$ cat config.mk
export PLATFORM = sky130hd
export DESIGN_NAME = keypad_scan_pin_lock_flat
export DESIGN_NICKNAME = d
export VERILOG_FILES = /design/src/hdl/kspl_pkg.sv /design/src/hdl/kspl_stream_if.sv /design/src/hdl/keypad_scan_pin_lock.sv /design/src/flat_wrapper.sv
export SDC_FILE = /design/constraint.sdc
export NUM_CORES = 1
export LEC_CHECK = 0
export BUFFER_PORTS_ARGS = -buffer_cell sky130_fd_sc_hd__buf_2
export CAP_MARGIN = 40
export CORE_MARGIN = 8
export CORE_UTILIZATION = 52
export CTS_CLUSTER_DIAMETER = 80
export CTS_CLUSTER_SIZE = 20
export DETAILED_ROUTE_END_ITERATION = 8
export GPL_ROUTABILITY_DRIVEN = 0
export GPL_TIMING_DRIVEN = 0
export PLACE_DENSITY = 0.82
export SLEW_MARGIN = 15
export SYNTH_ARGS = -nofsm -noshare
export SYNTH_HDL_FRONTEND = slang
export SYNTH_SLANG_ARGS = --single-unit
$ cat constraint.sdc
create_clock -name clk -period 1.8 [get_ports clk]
set_clock_uncertainty 0.2 [all_clocks]
set_input_delay 0.18 -clock clk [delete_from_list [all_inputs] [get_ports clk]]
set_output_delay 0.18 -clock clk [all_outputs]
set_load 0.1 [all_outputs]
$ cat src/hdl/kspl_pkg.sv
// Package: key codes, result codes, widths and keypad decode table for the PIN lock.
package kspl_pkg;

  localparam int PIN_LENGTH_DEF = 4;
  localparam int PIN_REGS       = 4;
  localparam int CFG_IDX_W      = 2;
  localparam int DIGIT_W        = 4;
  localparam int KEY_W          = 5;
  localparam int EVENT_W        = 3;
  localparam int HELD_W         = 3;
  localparam int COL_W          = 2;
  localparam int DRIVE_W        = 4;
  localparam int SAMPLE_W       = 8;

  localparam logic [KEY_W-1:0]   KEY_STAR   = 5'd14;
  localparam logic [KEY_W-1:0]   KEY_NONE   = 5'd16;
  localparam logic [DRIVE_W-1:0] DRIVE_IDLE = 4'hF;

  localparam logic ACT_TICK   = 1'b0;
  localparam logic ACT_SAMPLE = 1'b1;

  typedef enum logic [CFG_IDX_W-1:0] {
    CFG_PIN_FIRST  = 2'd0,
    CFG_PIN_SECOND = 2'd1,
    CFG_PIN_THIRD  = 2'd2,
    CFG_PIN_FOURTH = 2'd3
  } cfg_idx_t;

  typedef enum logic [EVENT_W-1:0] {
    EV_NONE    = 3'd0,
    EV_STORED  = 3'd1,
    EV_FULL    = 3'd2,
    EV_GRANTED = 3'd3,
    EV_DENIED  = 3'd4
  } event_t;

  // Rows in the high nibble, columns in the low nibble, both active low.
  function automatic logic [KEY_W-1:0] decode_sample(input logic [SAMPLE_W-1:0] s);
    logic [KEY_W-1:0] k;
    begin
      unique case (s)
        8'h77:   k = 5'd1;
        8'hB7:   k = 5'd4;
        8'hD7:   k = 5'd7;
        8'hE7:   k = 5'd14;
        8'h7B:   k = 5'd2;
        8'hBB:   k = 5'd5;
        8'hDB:   k = 5'd8;
        8'hEB:   k = 5'd0;
        8'h7D:   k = 5'd3;
        8'hBD:   k = 5'd6;
        8'hDD:   k = 5'd9;
        8'hED:   k = 5'd15;
        8'h7E:   k = 5'd10;
        8'hBE:   k = 5'd11;
        8'hDE:   k = 5'd12;
        8'hEE:   k = 5'd13;
        default: k = KEY_NONE;
      endcase
      return k;
    end
  endfunction

  // Drive one column low: first column is the MSB of the nibble.
  function automatic logic [DRIVE_W-1:0] column_nibble(input logic [COL_W-1:0] c);
    logic [DRIVE_W-1:0] d;
    begin
      d = ~(4'b1000 >> c);
      return d;
    end
  endfunction

endpackage

$ cat src/hdl/kspl_stream_if.sv
// Interfaces: valid/ready channels for keypad input items and lock result items.
interface kspl_in_if
  import kspl_pkg::*;
();
  logic                valid;
  logic                ready;
  logic                action;
  logic [SAMPLE_W-1:0] port_sample;

  modport source (output valid, output action, output port_sample, input ready);
  modport sink   (input valid, input action, input port_sample, output ready);
endinterface

interface kspl_out_if
  import kspl_pkg::*;
();
  logic               valid;
  logic               ready;
  logic [DRIVE_W-1:0] column_drive;
  logic [KEY_W-1:0]   key_code;
  logic [EVENT_W-1:0] event_res;
  logic [HELD_W-1:0]  keys_held;

  modport source (output valid, output column_drive, output key_code, output event_res,
                  output keys_held, input ready);
  modport sink   (input valid, input column_drive, input key_code, input event_res,
                  input keys_held, output ready);
endinterface

$ cat src/hdl/keypad_scan_pin_lock.sv
// Top level: keypad column scanner, key decoder and PIN entry/compare lock.
//
//  channel  | dir | payload                                       | handshake
//  ---------+-----+-----------------------------------------------+-------------
//  in_ch    | in  | action, port_sample                           | valid/ready
//  out_ch   | out | column_drive, key_code, event_res, keys_held  | valid/ready
//  cfg_*    | in  | cfg_index selects PIN digit, cfg_wdata        | cfg_we only
//
//  Each transaction is decoded, compared and applied to the entry buffer in the
//  cycle it is accepted; its result sits in the output register the cycle after.
//  One transaction per unstalled cycle; the output register is the only stage.
//  in_ch.ready drops only while a result is held and out_ch.ready is low.
//  Synchronous active-low reset: column 0, empty buffer, PIN 1-2-3-4.
module keypad_scan_pin_lock
  import kspl_pkg::*;
#(
  parameter int PIN_LENGTH = PIN_LENGTH_DEF
) (
  input  logic                 clk,
  input  logic                 rst_n,
  kspl_in_if.sink              in_ch,
  kspl_out_if.source           out_ch,
  input  logic                 cfg_we,
  input  logic [CFG_IDX_W-1:0] cfg_index,
  input  logic [DIGIT_W-1:0]   cfg_wdata
);

  logic [DIGIT_W-1:0] pin_r [PIN_REGS];
  logic [COL_W-1:0]   col_r, col_nxt;
  logic [DIGIT_W-1:0] keys_r [PIN_LENGTH];
  logic [DIGIT_W-1:0] keys_nxt [PIN_LENGTH];
  logic [HELD_W-1:0]  count_r, count_nxt;

  logic               out_valid_r;
  logic [DRIVE_W-1:0] drive_r, drive_nxt;
  logic [KEY_W-1:0]   key_r, key_nxt;
  event_t             event_r, event_nxt;
  logic [HELD_W-1:0]  held_r;

  logic               accept;
  logic               match;

  assign in_ch.ready = !out_valid_r || out_ch.ready;
  assign accept      = in_ch.valid && in_ch.ready;

  // Full entry that equals the PIN; empty slots never match.
  always_comb begin
    match = (count_r == HELD_W'(PIN_LENGTH));
    for (int i = 0; i < PIN_LENGTH; i++) begin
      if (keys_r[i] != pin_r[i]) match = 1'b0;
    end
  end

  always_comb begin
    col_nxt   = col_r;
    count_nxt = count_r;
    for (int i = 0; i < PIN_LENGTH; i++) keys_nxt[i] = keys_r[i];
    drive_nxt = DRIVE_IDLE;
    key_nxt   = KEY_NONE;
    event_nxt = EV_NONE;
    if (in_ch.action == ACT_TICK) begin
      drive_nxt = column_nibble(col_r);
      col_nxt   = col_r + COL_W'(1);
    end else begin
      key_nxt = decode_sample(in_ch.port_sample);
      if (key_nxt == KEY_STAR) begin
        event_nxt = match ? EV_GRANTED : EV_DENIED;
        count_nxt = '0;
      end else if (key_nxt != KEY_NONE) begin
        if (count_r < HELD_W'(PIN_LENGTH)) begin
          for (int i = 0; i < PIN_LENGTH; i++) begin
            if (count_r == HELD_W'(i)) keys_nxt[i] = key_nxt[DIGIT_W-1:0];
          end
          count_nxt = count_r + HELD_W'(1);
          event_nxt = EV_STORED;
        end else begin
          event_nxt = EV_FULL;
        end
      end
    end
  end

  always_ff @(posedge clk) begin
    if (!rst_n) begin
      pin_r[CFG_PIN_FIRST]  <= DIGIT_W'(1);
      pin_r[CFG_PIN_SECOND] <= DIGIT_W'(2);
      pin_r[CFG_PIN_THIRD]  <= DIGIT_W'(3);
      pin_r[CFG_PIN_FOURTH] <= DIGIT_W'(4);
    end else if (cfg_we) begin
      pin_r[cfg_index] <= cfg_wdata;
    end
  end

  always_ff @(posedge clk) begin
    if (!rst_n) begin
      col_r       <= '0;
      count_r     <= '0;
      out_valid_r <= 1'b0;
    end else begin
      if (accept) begin
        col_r   <= col_nxt;
        count_r <= count_nxt;
      end
      if (accept) out_valid_r <= 1'b1;
      else if (out_ch.ready) out_valid_r <= 1'b0;
    end
  end

  // Payload: buffer slots are qualified by count_r, result fields by out_valid_r.
  always_ff @(posedge clk) begin
    if (accept) begin
      for (int i = 0; i < PIN_LENGTH; i++) keys_r[i] <= keys_nxt[i];
      drive_r <= drive_nxt;
      key_r   <= key_nxt;
      event_r <= event_nxt;
      held_r  <= count_nxt;
    end
  end

  assign out_ch.valid        = out_valid_r;
  assign out_ch.column_drive = drive_r;
  assign out_ch.key_code     = key_r;
  assign out_ch.event_res    = event_r;
  assign out_ch.keys_held    = held_r;

endmodule
$ cat src/flat_wrapper.sv
// flat-port wrapper written by rule: the top's interface ports become plain ports
module keypad_scan_pin_lock_flat import kspl_pkg::*;
#(
  parameter int PIN_LENGTH = PIN_LENGTH_DEF
)
  (clk, rst_n, cfg_we, cfg_index, cfg_wdata, in_ch_valid, in_ch_action, in_ch_port_sample, in_ch_ready, out_ch_valid, out_ch_column_drive, out_ch_key_code, out_ch_event_res, out_ch_keys_held, out_ch_ready);
  kspl_in_if in_ch_i ();
  kspl_out_if out_ch_i ();
  input  logic clk;
  input  logic rst_n;
  input  logic cfg_we;
  input  logic [CFG_IDX_W-1:0] cfg_index;
  input  logic [DIGIT_W-1:0] cfg_wdata;
  input wire logic [$bits(in_ch_i.valid)-1:0] in_ch_valid;
  input wire logic [$bits(in_ch_i.action)-1:0] in_ch_action;
  input wire logic [$bits(in_ch_i.port_sample)-1:0] in_ch_port_sample;
  output wire logic [$bits(in_ch_i.ready)-1:0] in_ch_ready;
  output wire logic [$bits(out_ch_i.valid)-1:0] out_ch_valid;
  output wire logic [$bits(out_ch_i.column_drive)-1:0] out_ch_column_drive;
  output wire logic [$bits(out_ch_i.key_code)-1:0] out_ch_key_code;
  output wire logic [$bits(out_ch_i.event_res)-1:0] out_ch_event_res;
  output wire logic [$bits(out_ch_i.keys_held)-1:0] out_ch_keys_held;
  input wire logic [$bits(out_ch_i.ready)-1:0] out_ch_ready;
  assign in_ch_i.valid = in_ch_valid;
  assign in_ch_i.action = in_ch_action;
  assign in_ch_i.port_sample = in_ch_port_sample;
  assign in_ch_ready = in_ch_i.ready;
  assign out_ch_valid = out_ch_i.valid;
  assign out_ch_column_drive = out_ch_i.column_drive;
  assign out_ch_key_code = out_ch_i.key_code;
  assign out_ch_event_res = out_ch_i.event_res;
  assign out_ch_keys_held = out_ch_i.keys_held;
  assign out_ch_i.ready = out_ch_ready;
  keypad_scan_pin_lock #(.PIN_LENGTH(PIN_LENGTH)) u_core (.clk(clk), .rst_n(rst_n), .in_ch(in_ch_i), .out_ch(out_ch_i), .cfg_we(cfg_we), .cfg_index(cfg_index), .cfg_wdata(cfg_wdata));
endmodule
==> results.py, run 1 <==
metrics = {
    "place": {
        "placed_area_um2": 3120,
        "port_buffers": 34,
        "dpl.hpwl_um": 3930,
        "place_ws_ns": -0.223,
        "dpl.cell_count": 333,
    },
    "global_routing": {
        "grt_pass1_wl_um": 8770,
        "met2_usage_pct": 23.8,
        "grt-busiest-layer": "met2",
        "gr-total-overflow": 0,
        "grtUsageMet3_pct": 2.30,
        "track_usage_pct": 14.2,
        "antenna_found_initial": 0,
        "grt_pass1_vias": 1874,
        "gr-usage-met1_pct": 17.3,
        "grt_start_max_net_pins": 17,
    },
    "critical_path": {
        "cp_num_buf_inv": 0,
        "slowest_stage": "or4_4",
        "cp_max_fo": 3,
        "slowest_delay_ns": 0.45,
        "critical_path.top_delay_family": "simple AND/OR/NAND/NOR gates",
        "r2r-start": "u_core.pin_r[0][3]$_SDFFCE_PN0P_",
        "reg2reg_slack_ns": -0.23,
        "setup.worst_path.end_class": "register",
        "crit_chain": "xor2_1 > nor4_1 > nand4_1 > or4_4 > nor2b_1",
        "start_kind": "register",
        "crit_type": "reg2reg",
        "rr_endpoint": "u_core.out_ch.event_res[2]$_SDFFCE_PN0P_",
        "rr_worst_depth": 5,
        "required_ns": 1.65,
        "cp.arrival_ns": 1.88,
    },
    "logic_synthesis": {
        "synth_nets": 257,
        "yosysSeqAreaShare_pct": 54.9,
        "syn_area_per_cell_um2": 12.2,
        "yosysWarningCount": 0,
        "ys_types": 59,
        "synthFlopType": "edfxtp_1",
        "synth_edf_count": 47,
        "ys_ff_latch": 53,
        "netlist_top_cells_area": "edfxtp_1, xnor2_1, dfxtp_1, ha_1, xor2_1",
        "netlist_area_um2": 2790,
        "synth_top_area_cell": "edfxtp_1",
        "async_flop_share_pct": 0,
        "synth_top_area_share_pct": 50.6,
        "syn-instance-count": 229,
    },
    "clock_tree": {
        "cts_sinks": 53,
        "post_cts.repair.setup_buffers": 0,
        "cts_inserted_buffers": 5,
        "h-tree-depth": 2,
        "clock_path_buffers": 2,
        "clock_latency_ns": 0.30,
        "cts.clk_slew.worst_paths_ns": 0.09,
        "cts_tree": "yes",
        "cts-root-buf": "clkbuf_8",
    },
    "power_and_ir_drop": {
        "power.sequential.fraction_pct": 57.2,
        "p_clk_share_pct": 25.9,
        "total_power_mw": 2.46,
        "leakagePower_nw": 1.19,
        "power.density_nw_per_um2": 752,
        "switchingPower_mw": 0.674,
        "peakVddDrop_mv": 0.360,
        "pwr-share-comb_pct": 16.8,
        "p_int_mw": 1.78,
        "power_switching_share_pct": 27.5,
    },
    "sta": {
        "rsz0062_at_grt": "yes",
        "final_max_slew_viol_count": 0,
        "finalSetupTns_ns": -0.580,
        "whs_ns": 0.0127,
        "fin_ws_ns": -0.234,
        "post-route-min-period_ns": 2.03,
        "worst_pin_slew_ns": 0.564,
        "max_slew_margin_pct": 62.4,
        "fmax_mhz": 492,
        "fin_crit_sh_pct": 113,
        "hold_viol": 0,
        "timing.final.setup_violations": 3,
    },
    "final_layout": {
        "finalNetCount": 304,
        "finalNonFillerCells": 347,
        "insertedDiodeCount": 0,
        "postLayoutCellArea_um2": 3270,
        "area_growth_pct": 17.0,
        "finish.utilization_pct": 63.5,
        "drive_above_1_share_pct": 27.1,
    },
    "floorplan": {
        "core-area_um2": 5140,
        "die-area_um2": 7970,
        "rows": 26,
        "initial_utilization_pct": 54.3,
        "dieWidth_um": 89.3,
        "io_pins": 37,
        "die-height_um": 89.3,
    },
    "job": {
        "cap_violations": 0,
    },
    "route": {
        "drtPass1Iterations": 4,
        "vias_per_cell": 5.55,
        "postRouteAntennaNets": 0,
        "wl_um": 5260,
        "drt_iter0_drc": 140,
        "drt-wirelength-per-cell_um": 15.2,
        "drc_errors": 0,
        "vias": 1927,
    },
    "worst_hold_path": {
        "hp-class": "in2reg",
        "holdPathStages": 3,
        "holdPathEnd": "u_core.out_ch.valid$_SDFFE_PN0P_",
        "hp-start": "out_ch_ready",
    },
    "outcome": {
        "status": "finished with violations",
        "failed_checks": "setup timing",
    },
}
## sequential cells by signal, indices dropped and copies added (netlist names)
signal,count
u_core.out_ch.key_code,5
u_core.keys_r,16
u_core.count_r,3
u_core.pin_r,16
u_core.out_ch.valid,1
u_core.out_ch.column_drive,4
u_core.col_r,2
u_core.out_ch.keys_held,3
u_core.out_ch.event_res,3
## worst min-delay path, cell delays in order
cell and delay [ns]:
buf_2 0.07, nand2b_4 0.14, a21boi_0 0.08
## how the worst max path moves through the flow
stage	cells past startpoint	endpoint	startpoint
floorplan	5	u_core.out_ch.event_res[2]$_SDFFCE_PN0P_	u_core.pin_r[3][3]$_DFFE_PP_
global placement	5	u_core.out_ch.event_res[2]$_SDFFCE_PN0P_	u_core.pin_r[3][3]$_DFFE_PP_
detailed placement	6	u_core.keys_r[0][2]$_DFFE_PP_	in_ch_port_sample[3]
CTS	5	u_core.out_ch.event_res[2]$_SDFFCE_PN0P_	u_core.pin_r[3][3]$_DFFE_PP_
global route	5	u_core.out_ch.event_res[2]$_SDFFCE_PN0P_	u_core.pin_r[0][3]$_SDFFCE_PN0P_
finish	5	u_core.out_ch.event_res[2]$_SDFFCE_PN0P_	u_core.pin_r[0][3]$_SDFFCE_PN0P_
## per-layer routing
| metal | up-vias | routed length, um |
|---|---|---|
| met5 | - | 0 |
| met4 | 0 | 127 |
| met3 | 11 | 290 |
| met2 | 64 | 2640 |
| met1 | 923 | 2210 |
| li1 | 929 | - |
## cell type report
| type | count | area [um2] |
|---|---|---|
| buffer | 10 | 78.8 |
| clock buffer | 6 | 72.6 |
| clock inverter | 2 | 15.0 |
| fill | 426 | 1870 |
| inverter | 11 | 45.0 |
| multi-input combinational | 155 | 1200 |
| sequential | 53 | 1540 |
| tap | 70 | 87.6 |
| timing repair buffer | 40 | 230 |
## layout by cell type, fill, tap and decap left out, types with 5 or more instances in the layout
master	instances
dlygate4sd3_1	6
nand3_1	9
nand4_1	7
nand2_1	13
nand2b_1	9
xor2_1	8
and2_1	6
ha_1	8
buf_2	36
edfxtp_1	47
inv_1	10
xnor2_1	15
a21oi_1	7
clkbuf_8	5
nor2_1	8
dfxtp_1	5
## synth_stat cells (all sizes together) (2+ instances only)
cell type,n
nor3b,3
nand4b,4
nor3,2
dfxtp,6
edfxtp,47
ha,8
nand3,10
nor4,5
and2b,2
buf,9
nor2b,3
or3,2
a21oi,7
and2,9
inv,11
a21boi,4
nand2,15
xnor2,16
and4b,3
or2,2
nor2,9
nand2b,10
o21ai,3
and3,4
xor2,9
nand4,7
## cells by family after synthesis
group / after synthesis / synth area share (%)
AND/OR/NAND/NOR: 94 / 20.6
adder cells (fa/ha/maj): 8 / 3.59
multiplexers: 1 / 0.359
AO/OA/AOI/OAI: 27 / 7.93
buffers and inverters: 21 / 4.26
flip-flops: 53 / 54.9
XOR/XNOR: 25 / 8.38
## repair_timing
item / in CTS / in global routing
pin swaps: 0 / 2
resized for setup: 0 / 1
hold buffers: 6 / 0
hold endpoints to repair: 7 / 0
endpoints found under the setup margin: 3 / 14
## power by group through the flow
stage          sequential, mW  combinational [mW]  clock, mW
2_1_floorplan            1.55               0.191          0
3_3_place_gp             1.43               0.394          0
3_5_place_dp             1.43               0.401          0
4_1_cts                  1.41               0.412      0.650
5_1_grt                  1.41               0.441      0.694
6_report                 1.41               0.413      0.637
Note: power is estimated with default switching activity, not from simulation.
==> run 2: changes to the inputs <==
- PLACE_DENSITY: 0.82 -> 0.76
==> run 2 against run 1 <==
  * Routed wire length increased by 3.3%
  * Via count decreased by 2.5%
  * Core utilization increased by 0.41 points
  * Critical endpoint unchanged
  * The run still ends with setup timing left
  * First-iteration DRC count increased by 7.9%
  * Critical path type unchanged
  * Highest routed layer unchanged
  * Cell area increased by 0.65%
  * Global-route usage increased by 0.48 points
==> results.py, run 2 (synthesis gave the netlist of run 1 again) <==
metrics = {
    "sta": {
        "hold_viol": 0,
        "post-route-min-period_ns": 2.01,
        "fmax_mhz": 497,
        "fin_crit_sh_pct": 112,
        "timing.final.setup_violations": 3,
        "fin_ws_ns": -0.210,
        "worst_pin_slew_ns": 0.491,
        "max_slew_margin_pct": 67.2,
        "final_max_slew_viol_count": 0,
        "whs_ns": 0.00589,
        "rsz0062_at_grt": "yes",
    },
    "final_layout": {
        "finalNetCount": 305,
        "drive_above_1_share_pct": 28.1,
        "area_growth_pct": 17.7,
        "final_common_cell": "edfxtp_1",
        "insertedDiodeCount": 0,
        "finalNonFillerCells": 348,
        "layout_common_cells": "edfxtp_1, buf_2, xnor2_1, nand2_1, inv_1",
        "nFillCells": 433,
    },
    "route": {
        "drtPass1Iterations": 4,
        "postRouteAntennaNets": 0,
        "vias_per_cell": 5.40,
        "drt-wirelength-per-cell_um": 15.6,
        "drc_errors": 0,
        "wl_um": 5440,
        "drt_iter0_drc": 151,
        "vias": 1878,
    },
    "clock_tree": {
        "clock_path_buffers": 2,
        "cts_inserted_buffers": 5,
        "clock_latency_ns": 0.31,
        "cts.clk_slew.worst_paths_ns": 0.09,
        "h-tree-depth": 2,
        "cts_sinks": 53,
        "cts_tree": "yes",
        "cts-root-buf": "clkbuf_8",
    },
    "power_and_ir_drop": {
        "pwr-share-comb_pct": 16.8,
        "p_clk_share_pct": 26.5,
        "power.density_nw_per_um2": 754,
        "peakVddDrop_mv": 0.481,
        "p_int_mw": 1.78,
        "power_switching_share_pct": 28.0,
        "switchingPower_mw": 0.694,
        "power.sequential.fraction_pct": 56.6,
        "leakagePower_nw": 1.19,
    },
    "global_routing": {
        "grt_pass1_wl_um": 8770,
        "grt_pass1_vias": 1809,
        "track_usage_pct": 14.7,
        "antenna_found_initial": 0,
        "grt_start_max_net_pins": 17,
        "gr-total-overflow": 0,
    },
    "critical_path": {
        "crit_type": "reg2reg",
        "required_ns": 1.67,
        "cp_max_fo": 3,
        "cp.arrival_ns": 1.88,
        "reg2reg_slack_ns": -0.21,
        "start_kind": "register",
        "setup.worst_path.end_class": "register",
    },
    "floorplan": {
        "core-area_um2": 5140,
        "rows": 26,
        "io_pins": 37,
        "die-height_um": 89.3,
        "die-area_um2": 7970,
        "initial_utilization_pct": 54.3,
        "dieWidth_um": 89.3,
    },
    "job": {
        "cap_violations": 0,
    },
    "place": {
        "dpl.cell_count": 333,
        "dpl.hpwl_um": 3980,
        "port_buffers": 34,
    },
    "outcome": {
        "status": "finished with violations",
        "failed_checks": "setup timing",
    },
    "worst_hold_path": {
        "hp-class": "in2reg",
    },
}
-- run 2: changes by cell type in the layout (fill, tap and decap cells not counted), sizes merged --
cell	before	now
clkinvlp	3	2
clkbuf	8	9
buf	42	43
-- run 2: worst paths after layout --
check | start | endpoint | depth (start not counted)
hold reg to reg | u_core.count_r[0]$_SDFFE_PN0P_ | u_core.count_r[0]$_SDFFE_PN0P_ | 2
setup / recovery | u_core.keys_r[3][3]$_DFFE_PP_ | u_core.out_ch.event_res[2]$_SDFFCE_PN0P_ | 5
hold / removal | out_ch_ready | u_core.out_ch.valid$_SDFFE_PN0P_ | 3
setup reg to reg | u_core.keys_r[3][3]$_DFFE_PP_ | u_core.out_ch.event_res[2]$_SDFFCE_PN0P_ | 5
-- run 2: through the flow --
stage,cell area [um2],power [mW],utilization (%),TNS [ns],worst slack (ns)
floorplan,2860,1.74,-,-0.0943,-0.0798
global placement,3120,1.83,60.6,-4.69,-0.250
detailed placement,3120,1.83,60.6,-5.34,-0.243
CTS,3270,2.49,63.6,-0.535,-0.248
global route,3290,2.56,63.9,-0.719,-0.303
finish,3290,2.48,63.9,-0.425,-0.210
-- run 2: area by class of cell --
| class | count | area [um2] | share of cell area, % |
|---|---|---|---|
| buffer | 10 | 78.8 | 2.40 |
| tap | 70 | 87.6 | 2.66 |
| multi-input combinational | 155 | 1220 | 37.1 |
| inverter | 11 | 45.0 | 1.37 |
| timing repair buffer | 41 | 238 | 7.23 |
| clock buffer | 7 | 76.3 | 2.32 |
| clock inverter | 1 | 7.51 | 0.228 |
| sequential | 53 | 1540 | 46.7 |
-- run 2: power groups by stage --
stage	combinational, mW	sequential [mW]	clock (mW)
6_report	0.417	1.40	0.658
5_1_grt	0.448	1.41	0.703
4_1_cts	0.415	1.40	0.667
3_5_place_dp	0.401	1.43	0
3_3_place_gp	0.395	1.43	0
2_1_floorplan	0.191	1.55	0
-- run 2: worst max-delay path, cell delays in order, from the launching register on --
cell	delay [ns]
edfxtp_1	0.39
xor2_1	0.18
nor4_2	0.28
nand4_1	0.11
or4_4	0.46
nor2b_1	0.15
-- run 2: timing repair --
action / 4_1_cts / 5_1_grt
setup endpoints to repair: 3 / 19
resized for setup: 1 / 3
setup buffers: 0 / 1
hold buffers: 6 / 0
cloned: 0 / 0
endpoints found under the hold margin: 8 / 0
pin swaps: 3 / 2
-- run 2: per-layer routing --
metal	up-vias	wire length [um]	global-route usage (%)
li1	936	-	-
met3	9	192	2.48
met4	0	116	7.25
met5	-	0	0
met1	888	2490	18.8
met2	45	2640	23.4
